## config.mk

```make
export PLATFORM = sky130hd
export DESIGN_NAME = i2c_master_bit_sequencer
export DESIGN_NICKNAME = d
export VERILOG_FILES = /design/src/rtl/core/i2cms_pkg.sv /design/src/rtl/core/i2cms_slot_dec.sv /design/src/rtl/core/i2c_master_bit_sequencer.sv
export VERILOG_INCLUDE_DIRS = /design/src /design/src/rtl/core
export SDC_FILE = /design/constraint.sdc
export NUM_CORES = 1
export LEC_CHECK = 0
export BUFFER_PORTS_ARGS = -buffer_cell sky130_fd_sc_hd__buf_2
export CAP_MARGIN = 20
export CORE_ASPECT_RATIO = 2
export CORE_MARGIN = 2
export CORE_UTILIZATION = 58
export CTS_CLUSTER_DIAMETER = 100
export CTS_CLUSTER_SIZE = 12
export DETAILED_ROUTE_END_ITERATION = 16
export GPL_TIMING_DRIVEN = 0
export PLACE_DENSITY = 0.8
export SYNTH_ARGS = -nofsm -noshare
export SYNTH_HDL_FRONTEND = slang
export SYNTH_SLANG_ARGS = --single-unit
```

## constraint.sdc

```tcl
create_clock -name clk_i -period 5.8 [get_ports clk_i]
set_clock_uncertainty 0.1 [all_clocks]
set_input_delay 0.29 -clock clk_i [delete_from_list [all_inputs] [get_ports clk_i]]
set_output_delay 0.29 -clock clk_i [all_outputs]
set_load 0.005 [all_outputs]
```

## src/rtl/core/i2c_master_bit_sequencer_assert.svh

```systemverilog
// Assertion helpers for the I2C bit sequencer.
// Every check runs on the rising edge of clk_i and is off while rst_ni is low.
`ifndef I2C_MASTER_BIT_SEQUENCER_ASSERT_SVH
`define I2C_MASTER_BIT_SEQUENCER_ASSERT_SVH

// Same-cycle implication
`define I2CMS_ASSERT_NOW(lbl, ante, cons, msg) \
  lbl: assert property (@(posedge clk_i) disable iff (!rst_ni) (ante) |-> (cons)) \
    else $error(msg);

// Next-cycle implication
`define I2CMS_ASSERT_NEXT(lbl, ante, cons, msg) \
  lbl: assert property (@(posedge clk_i) disable iff (!rst_ni) (ante) |=> (cons)) \
    else $error(msg);

`endif

```

## src/rtl/core/i2cms_pkg.sv

```systemverilog
`timescale 1ns / 1ps

package i2cms_pkg;

  // Command codes
  typedef enum logic [2:0] {
    CMD_START = 3'd0,
    CMD_STOP  = 3'd1,
    CMD_SEND  = 3'd2,
    CMD_RECV  = 3'd3,
    CMD_SACK  = 3'd4,
    CMD_RACK  = 3'd5
  } cmd_e;

  // Phases within one bit of a byte transfer
  localparam logic [1:0] PH_SETUP = 2'd0;
  localparam logic [1:0] PH_HIGH  = 2'd1;

  // Last slot of each command
  localparam logic [4:0] LAST_START = 5'd3;
  localparam logic [4:0] LAST_STOP  = 5'd2;
  localparam logic [4:0] LAST_SEND  = 5'd23;
  localparam logic [4:0] LAST_RECV  = 5'd24;
  localparam logic [4:0] LAST_SACK  = 5'd2;
  localparam logic [4:0] LAST_RACK  = 5'd3;

  // Line actions for one slot
  typedef struct packed {
    logic       scl_set;
    logic       scl_val;
    logic       sda_set;
    logic       sda_val;
    logic       smp_rx;   // OR sampled SDA into the receive byte
    logic       smp_ack;  // capture sampled SDA as ack
    logic       rx_pub;   // publish the received byte
    logic       last;     // final slot of the command
    logic [7:0] bit_mask; // one-hot bit position, MSB first
  } slot_act_t;

  // Quotient by three for slot numbers 0..31, via multiply by 11 and shift
  function automatic logic [3:0] div3(input logic [4:0] s);
    logic [8:0] prod;
    prod = {1'b0, s, 3'b000} + {3'b000, s, 1'b0} + {4'b0000, s};
    return prod[8:5];
  endfunction

  // One-hot mask, MSB first
  function automatic logic [7:0] msb_mask(input logic [2:0] bit_idx);
    return 8'h80 >> bit_idx;
  endfunction

endpackage

```

## src/rtl/core/i2cms_slot_dec.sv

```systemverilog
`timescale 1ns / 1ps

// Decodes the line action for one slot of the active command
module i2cms_slot_dec import i2cms_pkg::*; (
  input  cmd_e       cmd_i,
  input  logic [4:0] slot_i,
  input  logic [7:0] shift_i,
  input  logic       ack_drive_i,
  output slot_act_t  act_o
);

  logic [4:0] t_slot;
  logic [4:0] bit_slot;
  logic [3:0] quot;
  logic [4:0] triple;
  logic [1:0] phase;
  logic [7:0] mask;

  // Bit index and phase; receive is offset by its release slot
  assign t_slot   = slot_i - 5'd1;
  assign bit_slot = (cmd_i == CMD_RECV) ? t_slot : slot_i;
  assign quot     = div3(bit_slot);
  assign triple   = {quot, 1'b0} + {1'b0, quot};
  assign phase    = 2'(bit_slot - triple);
  assign mask     = msb_mask(quot[2:0]);

  // Per-command slot table
  always_comb begin
    act_o          = '0;
    act_o.bit_mask = mask;
    case (cmd_i)
      CMD_START: begin
        if (slot_i == 5'd0) begin
          act_o.sda_set = 1'b1;
          act_o.sda_val = 1'b1;
        end else if (slot_i == 5'd1) begin
          act_o.scl_set = 1'b1;
          act_o.scl_val = 1'b1;
        end else if (slot_i == 5'd2) begin
          act_o.sda_set = 1'b1;
        end else begin
          act_o.scl_set = 1'b1;
        end
        act_o.last = (slot_i >= LAST_START);
      end
      CMD_STOP: begin
        if (slot_i == 5'd0) begin
          act_o.sda_set = 1'b1;
        end else if (slot_i == 5'd1) begin
          act_o.scl_set = 1'b1;
          act_o.scl_val = 1'b1;
        end else begin
          act_o.sda_set = 1'b1;
          act_o.sda_val = 1'b1;
        end
        act_o.last = (slot_i >= LAST_STOP);
      end
      CMD_SEND: begin
        if (phase == PH_SETUP) begin
          act_o.sda_set = 1'b1;
          act_o.sda_val = |(shift_i & mask);
        end else if (phase == PH_HIGH) begin
          act_o.scl_set = 1'b1;
          act_o.scl_val = 1'b1;
        end else begin
          act_o.scl_set = 1'b1;
        end
        act_o.last = (slot_i >= LAST_SEND);
      end
      CMD_RECV: begin
        if (slot_i == 5'd0) begin
          act_o.sda_set = 1'b1;
          act_o.sda_val = 1'b1;
        end else if (phase == PH_SETUP) begin
          act_o.scl_set = 1'b1;
          act_o.scl_val = 1'b1;
        end else if (phase == PH_HIGH) begin
          act_o.smp_rx = 1'b1;
        end else begin
          act_o.scl_set = 1'b1;
        end
        act_o.last   = (slot_i >= LAST_RECV);
        act_o.rx_pub = (slot_i >= LAST_RECV);
      end
      CMD_SACK: begin
        if (slot_i == 5'd0) begin
          act_o.sda_set = 1'b1;
          act_o.sda_val = ack_drive_i;
        end else if (slot_i == 5'd1) begin
          act_o.scl_set = 1'b1;
          act_o.scl_val = 1'b1;
        end else begin
          act_o.scl_set = 1'b1;
        end
        act_o.last = (slot_i >= LAST_SACK);
      end
      default: begin
        // receive ack: release SDA, raise SCL, sample, drop SCL
        if (slot_i == 5'd0) begin
          act_o.sda_set = 1'b1;
          act_o.sda_val = 1'b1;
        end else if (slot_i == 5'd1) begin
          act_o.scl_set = 1'b1;
          act_o.scl_val = 1'b1;
        end else if (slot_i == 5'd2) begin
          act_o.smp_ack = 1'b1;
        end else begin
          act_o.scl_set = 1'b1;
        end
        act_o.last = (slot_i >= LAST_RACK);
      end
    endcase
  end

endmodule

```

## src/rtl/core/i2c_master_bit_sequencer.sv

```systemverilog
`timescale 1ns / 1ps

// I2C master line sequencer. Each accepted word is one slot tick from an
// external timer; a tick that finds the block idle with cmd_valid_i set
// starts a command (start, stop, send byte, receive byte, send ack, receive
// ack) and runs its first slot at once. Every accepted word yields exactly
// one result word, registered, on the cycle after acceptance: the SCL and
// SDA levels after the slot, busy, done on the final slot, and the latest
// received byte and ack. One word is taken per clock; in_ready_o is high
// whenever the result register is empty or is being emptied in the same
// cycle, so throughput is set only by the output side. Commands arriving
// while busy, and unknown command codes, are dropped.
module i2c_master_bit_sequencer import i2cms_pkg::*; (
  input  logic       clk_i,
  input  logic       rst_ni,
  input  logic       in_valid_i,
  output logic       in_ready_o,
  input  logic       cmd_valid_i,
  input  logic [2:0] req_type_i,
  input  logic [7:0] tx_byte_i,
  input  logic       ack_bit_i,
  input  logic       sda_in_i,
  output logic       out_valid_o,
  input  logic       out_ready_i,
  output logic       scl_out_o,
  output logic       sda_out_o,
  output logic       busy_res_o,
  output logic       done_res_o,
  output logic [7:0] rx_byte_o,
  output logic       ack_in_o
);

`include "i2c_master_bit_sequencer_assert.svh"

  cmd_e       cmd_q, cmd_d, cmd_eff;
  logic [4:0] slot_q, slot_d, slot_eff;
  logic [7:0] shift_q, shift_d, shift_eff;
  logic       ack_drv_q, ack_drv_d, ack_drv_eff;
  logic       running_q, running_d;
  logic       scl_q, scl_d, sda_q, sda_d;
  logic [7:0] rx_q, rx_d;
  logic       ack_q, ack_d;
  logic       done_q, done_d;
  logic       out_valid_q;
  logic       accept;
  logic       req_ok;
  logic       launch;
  logic       active;
  slot_act_t  act;

  assign in_ready_o = !out_valid_q || out_ready_i;
  assign accept     = in_valid_i && in_ready_o;

  // Command launch: only from idle and only for a known code
  assign req_ok      = (req_type_i <= 3'(CMD_RACK));
  assign launch      = !running_q && cmd_valid_i && req_ok;
  assign active      = running_q || launch;
  assign cmd_eff     = launch ? cmd_e'(req_type_i) : cmd_q;
  assign slot_eff    = launch ? 5'd0 : slot_q;
  assign shift_eff   = launch ? ((req_type_i == 3'(CMD_SEND)) ? tx_byte_i : 8'h00) : shift_q;
  assign ack_drv_eff = launch ? ack_bit_i : ack_drv_q;

  i2cms_slot_dec u_slot_dec (
    .cmd_i       (cmd_eff),
    .slot_i      (slot_eff),
    .shift_i     (shift_eff),
    .ack_drive_i (ack_drv_eff),
    .act_o       (act)
  );

  // Next state for one slot
  always_comb begin
    cmd_d     = cmd_eff;
    ack_drv_d = ack_drv_eff;
    shift_d   = shift_eff;
    scl_d     = scl_q;
    sda_d     = sda_q;
    rx_d      = rx_q;
    ack_d     = ack_q;
    done_d    = 1'b0;
    running_d = running_q;
    slot_d    = slot_q;
    if (active) begin
      if (act.scl_set) begin
        scl_d = act.scl_val;
      end
      if (act.sda_set) begin
        sda_d = act.sda_val;
      end
      if (act.smp_rx && sda_in_i) begin
        shift_d = shift_eff | act.bit_mask;
      end
      if (act.smp_ack) begin
        ack_d = sda_in_i;
      end
      if (act.rx_pub) begin
        rx_d = shift_d;
      end
      done_d    = act.last;
      running_d = !act.last;
      slot_d    = act.last ? 5'd0 : (slot_eff + 5'd1);
    end
  end

  // Sequencer state; line levels double as the result register
  always_ff @(posedge clk_i or negedge rst_ni) begin
    if (!rst_ni) begin
      cmd_q     <= CMD_START;
      slot_q    <= 5'd0;
      shift_q   <= 8'h00;
      ack_drv_q <= 1'b0;
      running_q <= 1'b0;
      scl_q     <= 1'b1;
      sda_q     <= 1'b1;
      rx_q      <= 8'h00;
      ack_q     <= 1'b0;
      done_q    <= 1'b0;
    end else if (accept) begin
      cmd_q     <= cmd_d;
      slot_q    <= slot_d;
      shift_q   <= shift_d;
      ack_drv_q <= ack_drv_d;
      running_q <= running_d;
      scl_q     <= scl_d;
      sda_q     <= sda_d;
      rx_q      <= rx_d;
      ack_q     <= ack_d;
      done_q    <= done_d;
    end
  end

  // Output word valid
  always_ff @(posedge clk_i or negedge rst_ni) begin
    if (!rst_ni) begin
      out_valid_q <= 1'b0;
    end else if (accept) begin
      out_valid_q <= 1'b1;
    end else if (out_ready_i) begin
      out_valid_q <= 1'b0;
    end
  end

  assign out_valid_o = out_valid_q;
  assign scl_out_o   = scl_q;
  assign sda_out_o   = sda_q;
  assign busy_res_o  = running_q;
  assign done_res_o  = done_q;
  assign rx_byte_o   = rx_q;
  assign ack_in_o    = ack_q;

  // Checks
  `I2CMS_ASSERT_NOW(a_done_not_busy, done_q, !running_q, "done and busy together")
  `I2CMS_ASSERT_NOW(a_slot_range, 1'b1, slot_q <= LAST_RECV, "slot counter out of range")
  `I2CMS_ASSERT_NOW(a_idle_slot_zero, !running_q, slot_q == 5'd0, "idle with slot not zero")
  `I2CMS_ASSERT_NEXT(a_bad_code, accept && !running_q && !req_ok, !running_q, "unknown code started")

endmodule
```

## Word-level counts from Yosys, hierarchy flattened

Cells that the tools add are included.

- Output and inout bits: 15
- Register bits: 31
- Logic and storage cells: 97
- Input port bits: 18

- Reduce and logical (&&, ||, !) cells: 21
- Equal/unequal tests: 8
- Bitwise gates (word level): 2
- Shift-type cells: 1
- Add/subtract/negate cells: 6
- Muxes and demuxes: 43
- Order comparisons: 5

Operators by type and width:

| operator | number |
|---|---|
| $mux W8 | 4 |
| $mux W1 | 23 |
| $mux W2 | 10 |
| $pmux W4 S5 | 1 |
| $mux W5 | 3 |
| $reduce_and A3 Y1 | 4 |
| $ge A5 B2 Y1 const B | 2 |
| $ge A5 B5 Y1 const B | 2 |
| $eq A3 B2 Y1 const B | 3 |
| $add A8 B5 Y8 | 1 |
| $add A8 B6 Y8 | 1 |
| $and A8 B8 Y8 | 1 |
| $or A8 B8 Y8 | 1 |
| $reduce_or A8 Y1 | 1 |
| $shr A8 B3 Y8 const A | 1 |
| $add A5 B1 Y5 const B | 1 |
| $eq A5 B1 Y1 const B | 1 |
| $eq A5 B2 Y1 const B | 1 |
| $logic_not A5 Y1 | 1 |
| $reduce_or A5 Y1 | 1 |
| $sub A5 B1 Y5 const B | 1 |
| $logic_and A1 B1 Y1 | 4 |
| $eq A3 B1 Y1 const B | 1 |
| $eq A3 B3 Y1 const B | 1 |
| 13 further kinds | 16 |

## Longest topological paths before layout

Gate-level depths: netlist of the first run.

- Depth in word-level cells: 18
- Mapped depth: 20
- Mapped depth without buffers: 19

## Modules after synthesis

From an unflattened synthesis of the first run, not the netlist that was laid out.

- Cells, all modules: 308
- Area, all modules: 2658.8 sq um

Modules (own cells, without submodules):

| module | sequential area each (sq um) | cells an instance | area each (sq um) | instances |
|---|---|---|---|---|
| i2c_master_bit_sequencer | 778.2 | 167 | 1592.8 | 1 |
| i2cms_slot_dec | 0.0 | 141 | 1066.0 | 1 |

## Worst setup path after synthesis of the first run

OpenSTA, ideal clock, no wires.

- Kind: register to register
- Start: register running_q (netlist: busy_res_o)
- End: register shift_q[0]
- Cell stages (with the launch flop): 18
- Path slack: 0.904 ns
- Data arrival time: 4.731 ns
- Clock period less this slack: 4.896 ns
- Data required time: 5.635 ns
- Path buffers: 0
- Library setup time: 0.065 ns
- Cell sequence: dfrtp_1 > or3b_1 > o21a_1 > o21a_1 > xnor2_1 > ha_1 > xor2_1 > ha_1 > nand4_1 > a21oi_1 > a2111oi_0 > a21oi_1 > maj3_1 > xnor2_2 > or4b_4 > or2_1 > o21ai_1 > mux2_2

- Cells in the longest elaborated chain, start to end: 18
- Elaborated cells between the ends (all ways): 26
- Classes of those cells: add/sub (5); eq/ne (2); shift (1); mux (10); bitwise (1); reduce/logical (7)

RTL lines:

| what | line | text |
|---|---|---|
| start, declared | i2c_master_bit_sequencer.sv:39 | `logic running_q, running_d;` |
| start signal, assigned | i2c_master_bit_sequencer.sv:123 | `running_q <= running_d;` |
| $logic_not A1 Y1 | i2c_master_bit_sequencer.sv:56 | `assign launch = !running_q && cmd_valid_i && req_ok;` |
| $logic_and A1 B1 Y1 (2 in series) | i2c_master_bit_sequencer.sv:56 |  |
| $mux W5 / $mux W3 (equally long branches) | i2c_master_bit_sequencer.sv:59, i2c_master_bit_sequencer.sv:58 |  |
| $sub A5 B1 Y5 / $eq A3 B2 Y1 (equally long branches) | i2cms_slot_dec.sv:20, i2cms_slot_dec.sv:21, i2cms_slot_dec.sv:31 |  |
| $mux W5 | i2cms_slot_dec.sv:21 | `assign bit_slot = (cmd_i == CMD_RECV) ? t_slot : slot_i;` |
| $add A8 B6 Y8 | i2cms_pkg.sv:43 | `prod = {1'b0, s, 3'b000} + {3'b000, s, 1'b0} + {4'b0000, s};` |
| $add A8 B5 Y8 | i2cms_pkg.sv:43 |  |
| $add A2 B2 Y2 | i2cms_slot_dec.sv:23 | `assign triple = {quot, 1'b0} + {1'b0, quot};` |
| $sub A2 B2 Y2 | i2cms_slot_dec.sv:24 | `assign phase = 2'(bit_slot - triple);` |
| $eq A2 B1 Y1 | i2cms_slot_dec.sv:77 | `end else if (phase == PH_HIGH) begin` |
| $mux W1 | i2cms_slot_dec.sv:77 |  |
| $mux W1 | i2cms_slot_dec.sv:74 | `end else if (phase == PH_SETUP) begin` |
| $mux W1 | i2cms_slot_dec.sv:71 | `if (slot_i == 5'd0) begin` |
| $mux W1 | i2cms_slot_dec.sv:31 | `case (cmd_i)` |
| $logic_and A1 B1 Y1 | i2c_master_bit_sequencer.sv:90 | `if (act.smp_rx && sda_in_i) begin` |
| $mux W8 | i2c_master_bit_sequencer.sv:90 |  |
| $mux W8 (*) | i2c_master_bit_sequencer.sv:83 | `if (active) begin` |
| end signal, assigned | i2c_master_bit_sequencer.sv:121 | `shift_q <= shift_d;` |
| end, declared | i2c_master_bit_sequencer.sv:37 | `logic [7:0] shift_q, shift_d, shift_eff;` |

Mark *: on every way between the ends. The rest lies on a longest branch, timed or not.
A chain may end at the register's enable or synchronous reset.

## Final worst setup path of the first run

- Start: register running_q (netlist: busy_res_o)
- End: register shift_q[1]

Same word-level chain as after synthesis.

==> results.txt, run 1 <==
----------------------------------------------------
[Clocking]
  CTS tree ... yes
  Htree depth ... 2
  Clock slew at reported path FFs ... 0.07 ns
  Number of buffers added by the clock tree synthesis step ... 5
  Clock latency on the worst-skew pair ... 0.29 ns
  CTS Sinks ... 31
  Root Buffer ... clkbuf_8
  Clock tree buffer depth ... 2

[Drt]
  Count of unresolved DRC violations after routing ... 0
  Routed wire length ... 6630 um
  Mean number of vias per cell ... 6.29
  Count of TritonRoute iterations in the first routing pass ... 4
  Count of vias placed by the detailed router ... 2346
  Count of nets left with antenna violations after detail routing ... 0
  Number of DRC markers after the initial detailed-route iteration ... 104
  Average wire per standard cell ... 17.8 um

[Power]
  Leakage power ... 0.00125 uW
  Pwr Density ... 485 mW/mm^2
  Worst IR Drop VDD ... 0.403 mV
  Total power ... 1380 uW

[Setup path]
  Kind of start point of the critical path ... flop
  Element type at the critical path end ... flop
  Critical path type ... reg2reg
  Endpoint required time on the critical path ... 5.93 ns
  Cell-by-cell trace of the critical path ... nand2b_1 -> nor3_2 -> o21a_1 -> nand2_1 -> xor2_1 -> ha_1 -> xor2_1 -> ha_1 -> nand4_1 -> a21oi_1 -> a2111oi_1 -> a21oi_1 -> maj3_1 -> xnor2_4 -> or4b_4 -> or2_1 -> o21ai_1 -> mux2_2
  Top delay family on crit path ... simple AND/OR/NAND/NOR gates
  Largest fanout on the critical path ... 9
  Slowest stage cell, crit path ... or4b_4
  Worst path max stage delay ... 0.54 ns
  Sum of buffers and inverters on the critical path ... 0
  Arrival time of the worst setup path ... 5.70 ns

[Timing]
  Period minus WS final ... 5.57 ns
  Setup total negative slack ... 0 ns
  Post-route worst setup slack ... 0.227 ns
  Worst slew margin relative to its limit ... 0.352
  Final slew viol count ... 0
  Worst hold slack across all endpoints ... 0.109 ns
  Share of the clock period used by the worst path ... 0.961
  Fmax ... 179 MHz
  Total of endpoints with negative setup slack in the final report ... 0
  Slew of the pin with the lowest slew margin ... 0.972 ns
  Number of endpoints with negative hold slack in the final report ... 0

[Floorplanning]
  Core Area ... 0.00409 sq mm
  # rows ... 33
  Initial Utilization ... 0.601
  Total Die Area ... 0.00480 sq mm
  Die Y-Extent ... 96.0 um
  Num ports ... 33
  Horizontal extent of the die ... 50.0 um

[Synth]
  Count of warnings emitted by yosys ... 0
  Number of unique standard cell types used by synthesis ... 59
  Cell count after synthesis ... 279
  Number of storage elements in the synthesis netlist ... 31
  Post-synth net total ... 308
  Post-synthesis area per instance ... 8.80 sq um
  Mapped Area ... 0.00246 sq mm
  Async set-reset flop share out of synthesis ... 1.00
  Count of flip-flops with a built-in enable after synthesis ... 0
  Share of the yosys chip area belonging to registers ... 0.317
  Most used DFF post-synth ... dfrtp_1

[Global route]
  Final global-route overflow total ... 0
  Wire length of the first global-routing pass ... 10400 um
  Number of global-route vias before repair ... 2314
  All-Layer GR Usage ... 0.291
  Pin count of the biggest net entering global routing ... 32
  Antenna violations before repair ... 0

[Cells and area]
  Footprint of the multi-input gates ... 0.00165 sq mm
  Layout cells sized above 1 ... 0.231
  Fill cell total of the finished layout ... 350
  Area used by sequential logic in the layout ... 778 sq um
  # diodes ... 0
  # nets final ... 349
  Signed area change from the synthesized netlist to the final layout ... 15.4%

[Place]
  Detail Placement HPWL ... 5060 um
  Final RePlAce weighted congestion ... 0.979
  Post-Place Setup Slack ... 0.215 ns
  Total of buffers placed on input and output ports ... 32

[Min path]
  Hold Crit Class ... in2reg

[Flow run]
  Max-cap violation count ... 0

[Outcome]
  Outcome ... complete, no violations

----------------------------------------------------
[synth_stat cells, drive strengths merged, types with 4 or more instances]
library cell / instances / area share
mux2i: 5 / 0.020
o21a: 10 / 0.031
o211ai: 11 / 0.034
nand2b: 5 / 0.013
xnor2: 5 / 0.024
nor3: 6 / 0.014
dfrtp: 29 / 0.30
a31oi: 4 / 0.010
nand2: 39 / 0.060
inv: 6 / 0.0092
nand3: 4 / 0.0082
nor2: 21 / 0.032
xor2: 4 / 0.014
mux2: 10 / 0.046
a21oi: 12 / 0.024
ha: 10 / 0.051
a22oi: 8 / 0.024
clkbuf: 8 / 0.012
or2: 5 / 0.013
o21ai: 28 / 0.062
[flip-flops by register name (all words and copies together), names as in the netlist]
register and flops:
rx_byte_o 8, shift_q 8, slot_q 5, cmd_q 3, ack_drv_q 1, ack_in_o 1, busy_res_o 1, done_res_o 1
out_valid_o 1, scl_out_o 1, sda_out_o 1
[layer usage]
metal,global-route usage,routed length [um],vias to the layer above
met5,0,0,-
met2,0.543,3720,70
met1,0.289,2410,1127
met3,0.0311,184,30
met4,0.208,318,0
li1,-,-,1119
[power by group]
group          switching (uW)  internal, uW
Sequential               30.5           271
Clock                    83.4           108
Combinational             559           324
Total                     673           703
[cells by family after synthesis]
group / count (synthesis) / share of synthesized area
fa+ha+maj: 13 / 0.0672
compound gates: 92 / 0.257
simple gates: 99 / 0.200
xor+xnor: 10 / 0.0479
flops: 31 / 0.317
mux: 17 / 0.0846
buf+inv: 17 / 0.0270
[per-stage QoR]
step	instance area, sq um	util	instances
global route	2840	0.694	373
global placement	2680	0.656	363
detailed placement	2690	0.657	364
CTS	2800	0.684	373
finish	2840	0.694	373
floorplan	2460	-	279
[placed cells by master (no fill, tap or decap), drive strengths merged, types with 4 or more instances in the layout]
cell and count:
a21oi 12, a22oi 8, a31oi 4, buf 36, clkbuf 16, dfrtp 29
ha 10, inv 6, mux2 10, mux2i 5, nand2 39, nand2b 5
nand3 4, nor2 21, nor3 6, o211ai 11, o21a 10, o21ai 28
or2 5, xnor2 5, xor2 4
[worst paths after layout]
kind                                   start           end  slack (ns)  depth (start not counted)
worst max-delay path              busy_res_o    shift_q[1]        0.23                         18
worst min-delay path              in_valid_i   out_valid_o        0.11                          2
worst max register to register    busy_res_o    shift_q[1]        0.23                         18
worst min register to register  rx_byte_o[0]  rx_byte_o[0]        0.38                          1
max in group asynchronous             rst_ni  rx_byte_o[2]        4.66                          2
min in group asynchronous             rst_ni     slot_q[0]        0.48                          2
[repair_timing]
action                                  4_1_cts  5_1_grt
endpoints found under the setup margin        0       13
hold buffers                                  1        0
resized for setup                             0        7
buffers inserted                              0        0
hold endpoints to repair                     29        0
[layout make-up]
type                            instances  area share
Multi-Input combinational cell        231       0.583
Sequential cell                        31       0.274
Timing Repair Buffer                   34      0.0613
Clock buffer                            8      0.0353
Tap cell                               52      0.0229
Buffer                                 11      0.0154
Inverter                                6     0.00794
(Power assumes the default switching activity.)
==> run 2, diff against run 1 <==
--- a/config.mk
+++ b/config.mk
@@ -10,12 +10,11 @@
 export CAP_MARGIN = 20
 export CORE_ASPECT_RATIO = 2
 export CORE_MARGIN = 2
-export CORE_UTILIZATION = 58
+export CORE_UTILIZATION = 52
 export CTS_CLUSTER_DIAMETER = 100
 export CTS_CLUSTER_SIZE = 12
 export DETAILED_ROUTE_END_ITERATION = 16
-export GPL_TIMING_DRIVEN = 0
-export PLACE_DENSITY = 0.8
+export PLACE_DENSITY = 0.76
 export SYNTH_ARGS = -nofsm -noshare
 export SYNTH_HDL_FRONTEND = slang
 export SYNTH_SLANG_ARGS = --single-unit
==> constraint.sdc (replaced) <==
create_clock -name clk_i -period 4.8 [get_ports clk_i]
set_clock_uncertainty 0.1 [all_clocks]
set_input_delay 0.24 -clock clk_i [delete_from_list [all_inputs] [get_ports clk_i]]
set_output_delay 0.24 -clock clk_i [all_outputs]
set_load 0.005 [all_outputs]
==> results.txt, run 2 (synthesized netlist as in run 1, its figures left out) <==
----------------------------------------------------
[Power]
  Pwr Density ... 599 mW/mm^2 (+23%)
  Total power ... 1860 uW (+35%)
  Leakage power ... 0.00141 uW (+12%)
  Worst IR Drop VDD ... 0.450 mV (+12%)

[Timing]
  Period minus WS final ... 4.66 ns (-0.911 ns)
  Slew of the pin with the lowest slew margin ... 0.911 ns (-0.0609 ns)
  Worst hold slack across all endpoints ... 0.0648 ns (-0.0443 ns)
  Number of endpoints with negative hold slack in the final report ... 0 (unchanged)
  Share of the clock period used by the worst path ... 0.971 (+0.0104)
  Setup total negative slack ... 0 ns (unchanged)
  Setup repair after global routing missed its margin ... no
  Fmax ... 215 MHz (+20%)
  Final slew viol count ... 0 (unchanged)
  Total of endpoints with negative setup slack in the final report ... 0 (unchanged)
  Worst slew margin relative to its limit ... 0.393 (+0.0406)
  Post-route worst setup slack ... 0.138 ns (-0.0892 ns)

[Clocking]
  CTS tree ... yes
  Clock slew at reported path FFs ... 0.06 ns (about the same)
  Root Buffer ... clkbuf_8
  Htree depth ... 2 (unchanged)
  Clock latency on the worst-skew pair ... 0.29 ns (about the same)
  Clock tree buffer depth ... 2 (unchanged)
  CTS Sinks ... 31 (unchanged)
  Number of buffers added by the clock tree synthesis step ... 5 (unchanged)

[Place]
  Detail Placement HPWL ... 5620 um (+11%)
  Post-Place Setup Slack ... -0.0924 ns (-0.308 ns)
  Final RePlAce weighted congestion ... 0.973 (-0.56%)
  Total of buffers placed on input and output ports ... 32 (unchanged)
  Cell total after placement ... 385 (+5.8%)

[Outcome]
  Outcome ... complete, no violations

[Setup path]
  Top delay family on crit path ... simple AND/OR/NAND/NOR gates
  Worst path max stage delay ... 0.55 ns (about the same)
  Element type at the critical path end ... flop
  Endpoint required time on the critical path ... 4.93 ns (-1.00 ns)
  Sum of buffers and inverters on the critical path ... 4 (+4)
  Largest fanout on the critical path ... 5 (-4)
  Kind of start point of the critical path ... flop
  Register-to-Register Path Depth ... 20 (+2)
  Cell-by-cell trace of the critical path ... or3b_4 -> o21a_1 -> buf_4 -> o21ai_2 -> mux2i_2 -> buf_4 -> fa_1 -> ha_1 -> buf_4 -> nor2_2 -> nor2b_1 -> nor2_1 -> a21oi_2 -> buf_4 -> xnor3_2 -> xnor2_2 -> or4_4 -> or2_1 -> o21ai_1 -> mux2_2
  Worst path most repeated cell ... buf_4
  CP Depth ... 20 (+2)
  Slowest stage cell, crit path ... or4_4
  Arrival time of the worst setup path ... 4.79 ns (-0.91 ns)
  Critical path type ... reg2reg

[Cells and area]
  Most frequent standard cell in the layout excluding fill and tap cells ... nand2_1
  Layout cells sized above 1 ... 0.348 (+0.117)
  Non-filler cells, final ... 397 (+6.4%)
  # nets final ... 370 (+6.0%)
  Fill cell total of the finished layout ... 380 (+8.6%)
  # diodes ... 0 (unchanged)
  Signed area change from the synthesized netlist to the final layout ... 26.2%
  Commonest non-fill, non-tap cells in the layout ... nand2_1 (38), buf_4 (33), buf_2 (32)

[Drt]
  Count of unresolved DRC violations after routing ... 0 (unchanged)
  Number of DRC markers after the initial detailed-route iteration ... 76 (-27%)
  Count of vias placed by the detailed router ... 2436 (+3.8%)
  Mean number of vias per cell ... 6.14 (-2.4%)
  Routed wire length ... 7080 um (+6.7%)
  Count of nets left with antenna violations after detail routing ... 0 (unchanged)
  Average wire per standard cell ... 17.8 um (+0.24%)
  Count of TritonRoute iterations in the first routing pass ... 5 (+1)

[Global route]
  Antenna violations before repair ... 0 (unchanged)
  Number of global-route vias before repair ... 2469 (+6.7%)
  Final global-route overflow total ... 0 (unchanged)
  All-Layer GR Usage ... 0.298 (+0.00677)
  Pin count of the biggest net entering global routing ... 32 (unchanged)
  Wire length of the first global-routing pass ... 11700 um (+13%)

[Flow run]
  Max-cap violation count ... 0 (unchanged)

[Floorplanning]
  Core Area ... 0.00455 sq mm (+11%)
  Total Die Area ... 0.00532 sq mm (+11%)
  Initial Utilization ... 0.539 (-0.0616)
  Die Y-Extent ... 101 um (+5.4%)
  # rows ... 35 (+6.1%)
  Num ports ... 33 (unchanged)
  Horizontal extent of the die ... 52.6 um (+5.2%)

[Min path]
  Cell depth of the worst min-delay path ... 2 (unchanged)
  Hold Crit Class ... in2reg

----------------------------------------------------
## run 2: area by class of cell
type                            instances  area (sq um)  area share
Clock buffer                            8           100      0.0323
Inverter                                6          22.5     0.00727
Multi-Input combinational cell        231          1710       0.552
Sequential cell                        31           779       0.252
Tap cell                               55          68.8      0.0222
Timing Repair Buffer                   66           418       0.135
## run 2: path summary, 6_finish.rpt
kind | start | endpoint | slack (ns)
max in group asynchronous | rst_ni | busy_res_o | 3.66
min reg2reg | done_res_o | done_res_o | 0.38
max | busy_res_o | shift_q[5] | 0.14
min | in_valid_i | out_valid_o | 0.06
min in group asynchronous | rst_ni | done_res_o | 0.45
max reg2reg | busy_res_o | shift_q[5] | 0.14
## run 2: power by group
| group | total (uW) | internal, uW | leakage, uW | switching, uW |
|---|---|---|---|---|
| clock | 227 | 131 | 0.0000515 | 95.8 |
| sequential | 381 | 328 | 0.000404 | 52.9 |
| combinational | 1250 | 531 | 0.000954 | 719 |
| total | 1860 | 990 | 0.00141 | 868 |
## run 2: timing repair
action | CTS | global route
resized for setup | 4 | 17
endpoints found under the hold margin | 29 | 0
setup buffers | 0 | 3
endpoints found under the setup margin | 12 | 18
hold buffers | 1 | 0
pin swaps | 1 | 6
## run 2: worst reg2reg max path: cells and delay by family (launching register included)
kind | cells | cell delay, ns
flip-flops | 1 | 0.44
AO/OA/AOI/OAI | 4 | 0.42
XOR/XNOR | 2 | 0.41
multiplexers | 2 | 0.44
buffers and inverters | 4 | 0.63
adder cells (fa/ha/maj) | 2 | 0.63
AND/OR/NAND/NOR | 6 | 1.53
## run 2: metrics by stage
| step | utilization | instance area (sq um) |
|---|---|---|
| finish | 0.680 | 3100 |
| global route | 0.680 | 3100 |
| CTS | 0.661 | 3010 |
| detailed placement | 0.635 | 2890 |
| global placement | 0.635 | 2890 |
| floorplan | - | 2480 |
## run 2: layer usage
metal | routed length (um) | vias up | share of wire | track usage
li1 | - | 1154 | - | -
met4 | 403 | 0 | 0.057 | 0.183
met1 | 2420 | 1173 | 0.34 | 0.311
met5 | 0 | - | 0 | 0
met3 | 212 | 28 | 0.030 | 0.0265
met2 | 4040 | 81 | 0.57 | 0.545
==> run 3, diff against run 2 <==
--- a/config.mk
+++ b/config.mk
@@ -8,13 +8,14 @@
 export LEC_CHECK = 0
 export BUFFER_PORTS_ARGS = -buffer_cell sky130_fd_sc_hd__buf_2
 export CAP_MARGIN = 20
-export CORE_ASPECT_RATIO = 2
+export CORE_ASPECT_RATIO = 1.2
 export CORE_MARGIN = 2
-export CORE_UTILIZATION = 52
+export CORE_UTILIZATION = 54
+export CTS_BUF_LIST = sky130_fd_sc_hd__clkbuf_4 sky130_fd_sc_hd__clkbuf_8
 export CTS_CLUSTER_DIAMETER = 100
 export CTS_CLUSTER_SIZE = 12
 export DETAILED_ROUTE_END_ITERATION = 16
-export PLACE_DENSITY = 0.76
+export PLACE_DENSITY = 0.78
 export SYNTH_ARGS = -nofsm -noshare
 export SYNTH_HDL_FRONTEND = slang
 export SYNTH_SLANG_ARGS = --single-unit
==> results.txt, run 3 (synthesized netlist as in run 1, its figures left out) <==
----------------------------------------------------
[Setup path]
  Critical path type ... reg2reg
  Kind of start point of the critical path ... flop
  Worst flop-to-flop path endpoint ... shift_q[7]
  Register-to-Register Path Depth ... 20 (unchanged)
  Endpoint required time on the critical path ... 4.93 ns (about the same)
  Worst setup slack for register-to-register paths ... 0.11 ns (-0.02 ns)
  Crit path launch ... busy_res_o
  Largest fanout on the critical path ... 5 (unchanged)
  Timing endpoint of the critical path ... shift_q[7]
  Arrival time of the worst setup path ... 4.81 ns (+0.02 ns)
  Element type at the critical path end ... flop
  Launch instance of the worst register-to-register path ... busy_res_o

[Floorplanning]
  # rows ... 26 (-26%)
  Die Y-Extent ... 77.9 um (-23%)
  Horizontal extent of the die ... 65.6 um (+25%)
  Initial Utilization ... 0.568 (+0.0284)
  Num ports ... 33 (unchanged)
  Total Die Area ... 0.00511 sq mm (-4.1%)
  Core Area ... 0.00433 sq mm (-5.0%)

[Power]
  Switching power of the nets ... 847 uW (-2.4%)
  Leakage power ... 0.00143 uW (+1.8%)
  Part of the total power dissipated in the clock network ... 0.115 (-0.007)
  Worst IR Drop VDD ... 0.393 mV (-13%)
  Pwr Density ... 591 mW/mm^2 (-1.4%)
  Switching Share ... 0.461 (-0.00635)
  Internal Pwr Total ... 991 uW (+0.14%)
  Sequential Power Share ... 0.212 (+0.007)
  Logic pwr share ... 0.673 (about the same)

[Outcome]
  Outcome ... complete, no violations

[Cells and area]
  Share of the core filled with cells ... 0.719 (+0.0381)
  Signed area change from the synthesized netlist to the final layout ... 26.6%
  Footprint of the multi-input gates ... 0.00170 sq mm (-0.73%)
  Total non-filler cell area in the finished layout ... 0.00311 sq mm (+0.32%)
  Fill cell total of the finished layout ... 330 (-13%)
  Most frequent standard cell in the layout excluding fill and tap cells ... nand2_1
  # diodes ... 0 (unchanged)
  Commonest non-fill, non-tap cells in the layout ... nand2_1 (38), buf_4 (37), buf_2 (32)
  Area used by sequential logic in the layout ... 779 sq um (unchanged)
  # nets final ... 374 (+1.1%)
  Layout cells sized above 1 ... 0.355 (+0.00754)

[Global route]
  Final global-route overflow total ... 0 (unchanged)
  Number of global-route vias before repair ... 2298 (-6.9%)
  All-Layer GR Usage ... 0.269 (-0.0289)
  Pin count of the biggest net entering global routing ... 32 (unchanged)
  Antenna violations before repair ... 0 (unchanged)
  Wire length of the first global-routing pass ... 10600 um (-9.6%)

[Place]
  Detail Placement HPWL ... 4890 um (-13%)
  Post-Place Setup Slack ... 0.0218 ns (+0.114 ns)
  Total of buffers placed on input and output ports ... 32 (unchanged)
  Final RePlAce weighted congestion ... 0.987 (+1.4%)
  Placement Cell Area ... 0.00289 sq mm (about the same)

[Timing]
  Period minus WS final ... 4.69 ns (+0.0236 ns)
  Final slew viol count ... 0 (unchanged)
  Setup total negative slack ... 0 ns (unchanged)
  Post-route worst setup slack ... 0.115 ns (-0.0236 ns)
  Share of the clock period used by the worst path ... 0.976 (+0.00491)
  Total of endpoints with negative setup slack in the final report ... 0 (unchanged)
  Number of endpoints with negative hold slack in the final report ... 0 (unchanged)
  Slew of the pin with the lowest slew margin ... 1.06 ns (+0.149 ns)
  Fmax ... 213 MHz (-0.50%)
  Worst hold slack across all endpoints ... 0.0673 ns (+0.00250 ns)
  Worst slew margin relative to its limit ... 0.275 (-0.117)

[Clocking]
  Clock latency on the worst-skew pair ... 0.29 ns (about the same)
  Clock tree buffer depth ... 2 (unchanged)
  Root Buffer ... clkbuf_8
  CTS Sinks ... 31 (unchanged)
  Clock slew at reported path FFs ... 0.06 ns (about the same)
  Number of buffers added by the clock tree synthesis step ... 5 (unchanged)
  CTS tree ... yes
  Htree depth ... 2 (unchanged)

[Drt]
  Routed wire length ... 6800 um (-3.9%)
  Count of TritonRoute iterations in the first routing pass ... 5 (unchanged)
  Average wire per standard cell ... 16.9 um (-5.1%)
  Count of nets left with antenna violations after detail routing ... 0 (unchanged)
  Count of unresolved DRC violations after routing ... 0 (unchanged)
  Number of DRC markers after the initial detailed-route iteration ... 150 (+97%)
  Count of vias placed by the detailed router ... 2454 (+0.74%)
  Mean number of vias per cell ... 6.10 (-0.51%)

[Flow run]
  Max-cap violation count ... 0 (unchanged)

[Min path]
  Cell depth of the worst min-delay path ... 2 (unchanged)
  Hold Crit Class ... in2reg

----------------------------------------------------
==> run 3: repair_timing <==
item / in CTS / in global routing
setup buffers: 0 / 7
gates resized for setup: 2 / 16
setup endpoints to repair: 9 / 18
pin swaps: 0 / 8
endpoints found under the hold margin: 29 / 0
hold buffers: 1 / 0
==> run 3: worst min path at each step <==
stage,start,to,slack [ns]
after CTS,in_valid_i,out_valid_o,0.06
final,in_valid_i,out_valid_o,0.07
after global routing,in_valid_i,out_valid_o,0.07
after global placement,rst_ni,out_valid_o,0.21
after detailed placement,rst_ni,slot_q[4],0.21
after floorplan,rst_ni,ack_drv_q,-0.16
==> run 3: layout make-up <==
type | count | share of cell area
tap | 56 | 0.0225
inverter | 6 | 0.00724
sequential | 31 | 0.251
timing repair buffer | 70 | 0.144
multi-input combinational | 231 | 0.546
clock buffer | 8 | 0.0294
==> run 3: critical path: stages, from the launching register on <==
cell and delay, ns:
dfrtp_2 0.44, or3b_4 0.38, o21a_1 0.13, buf_4 0.16, o21ai_2 0.09, mux2i_2 0.27, buf_4 0.16, fa_1 0.39
ha_1 0.24, buf_4 0.15, nor2_1 0.15, nor2b_1 0.07, nor2_1 0.13, a21oi_2 0.06, buf_4 0.15, xnor3_2 0.27
xnor2_2 0.17, or4_4 0.56, or2_4 0.27, o21ai_1 0.14, mux2_2 0.16
==> run 3: power by group through the flow <==
stage / combinational [uW] / sequential [uW] / clock, uW
global route: 1350 / 398 / 224
detailed placement: 1130 / 387 / 0
CTS: 1150 / 383 / 214
floorplan: 791 / 361 / 0
finish: 1240 / 389 / 211
global placement: 1120 / 384 / 0
==> run 3: per-layer routing <==
metal  vias to the layer above  track usage  routed length (um)
li1                       1175            -                   -
met5                         -            0                   0
met4                         0       0.0958                 149
met2                        71        0.461                3520
met3                        14       0.0348                 252
met1                      1194        0.344                2880
==> run 3: per-stage QoR <==
| step | total power [uW] | instances |
|---|---|---|
| floorplan | 1150 | 279 |
| global placement | 1500 | 386 |
| detailed placement | 1520 | 386 |
| CTS | 1740 | 395 |
| global route | 1980 | 402 |
| finish | 1840 | 402 |
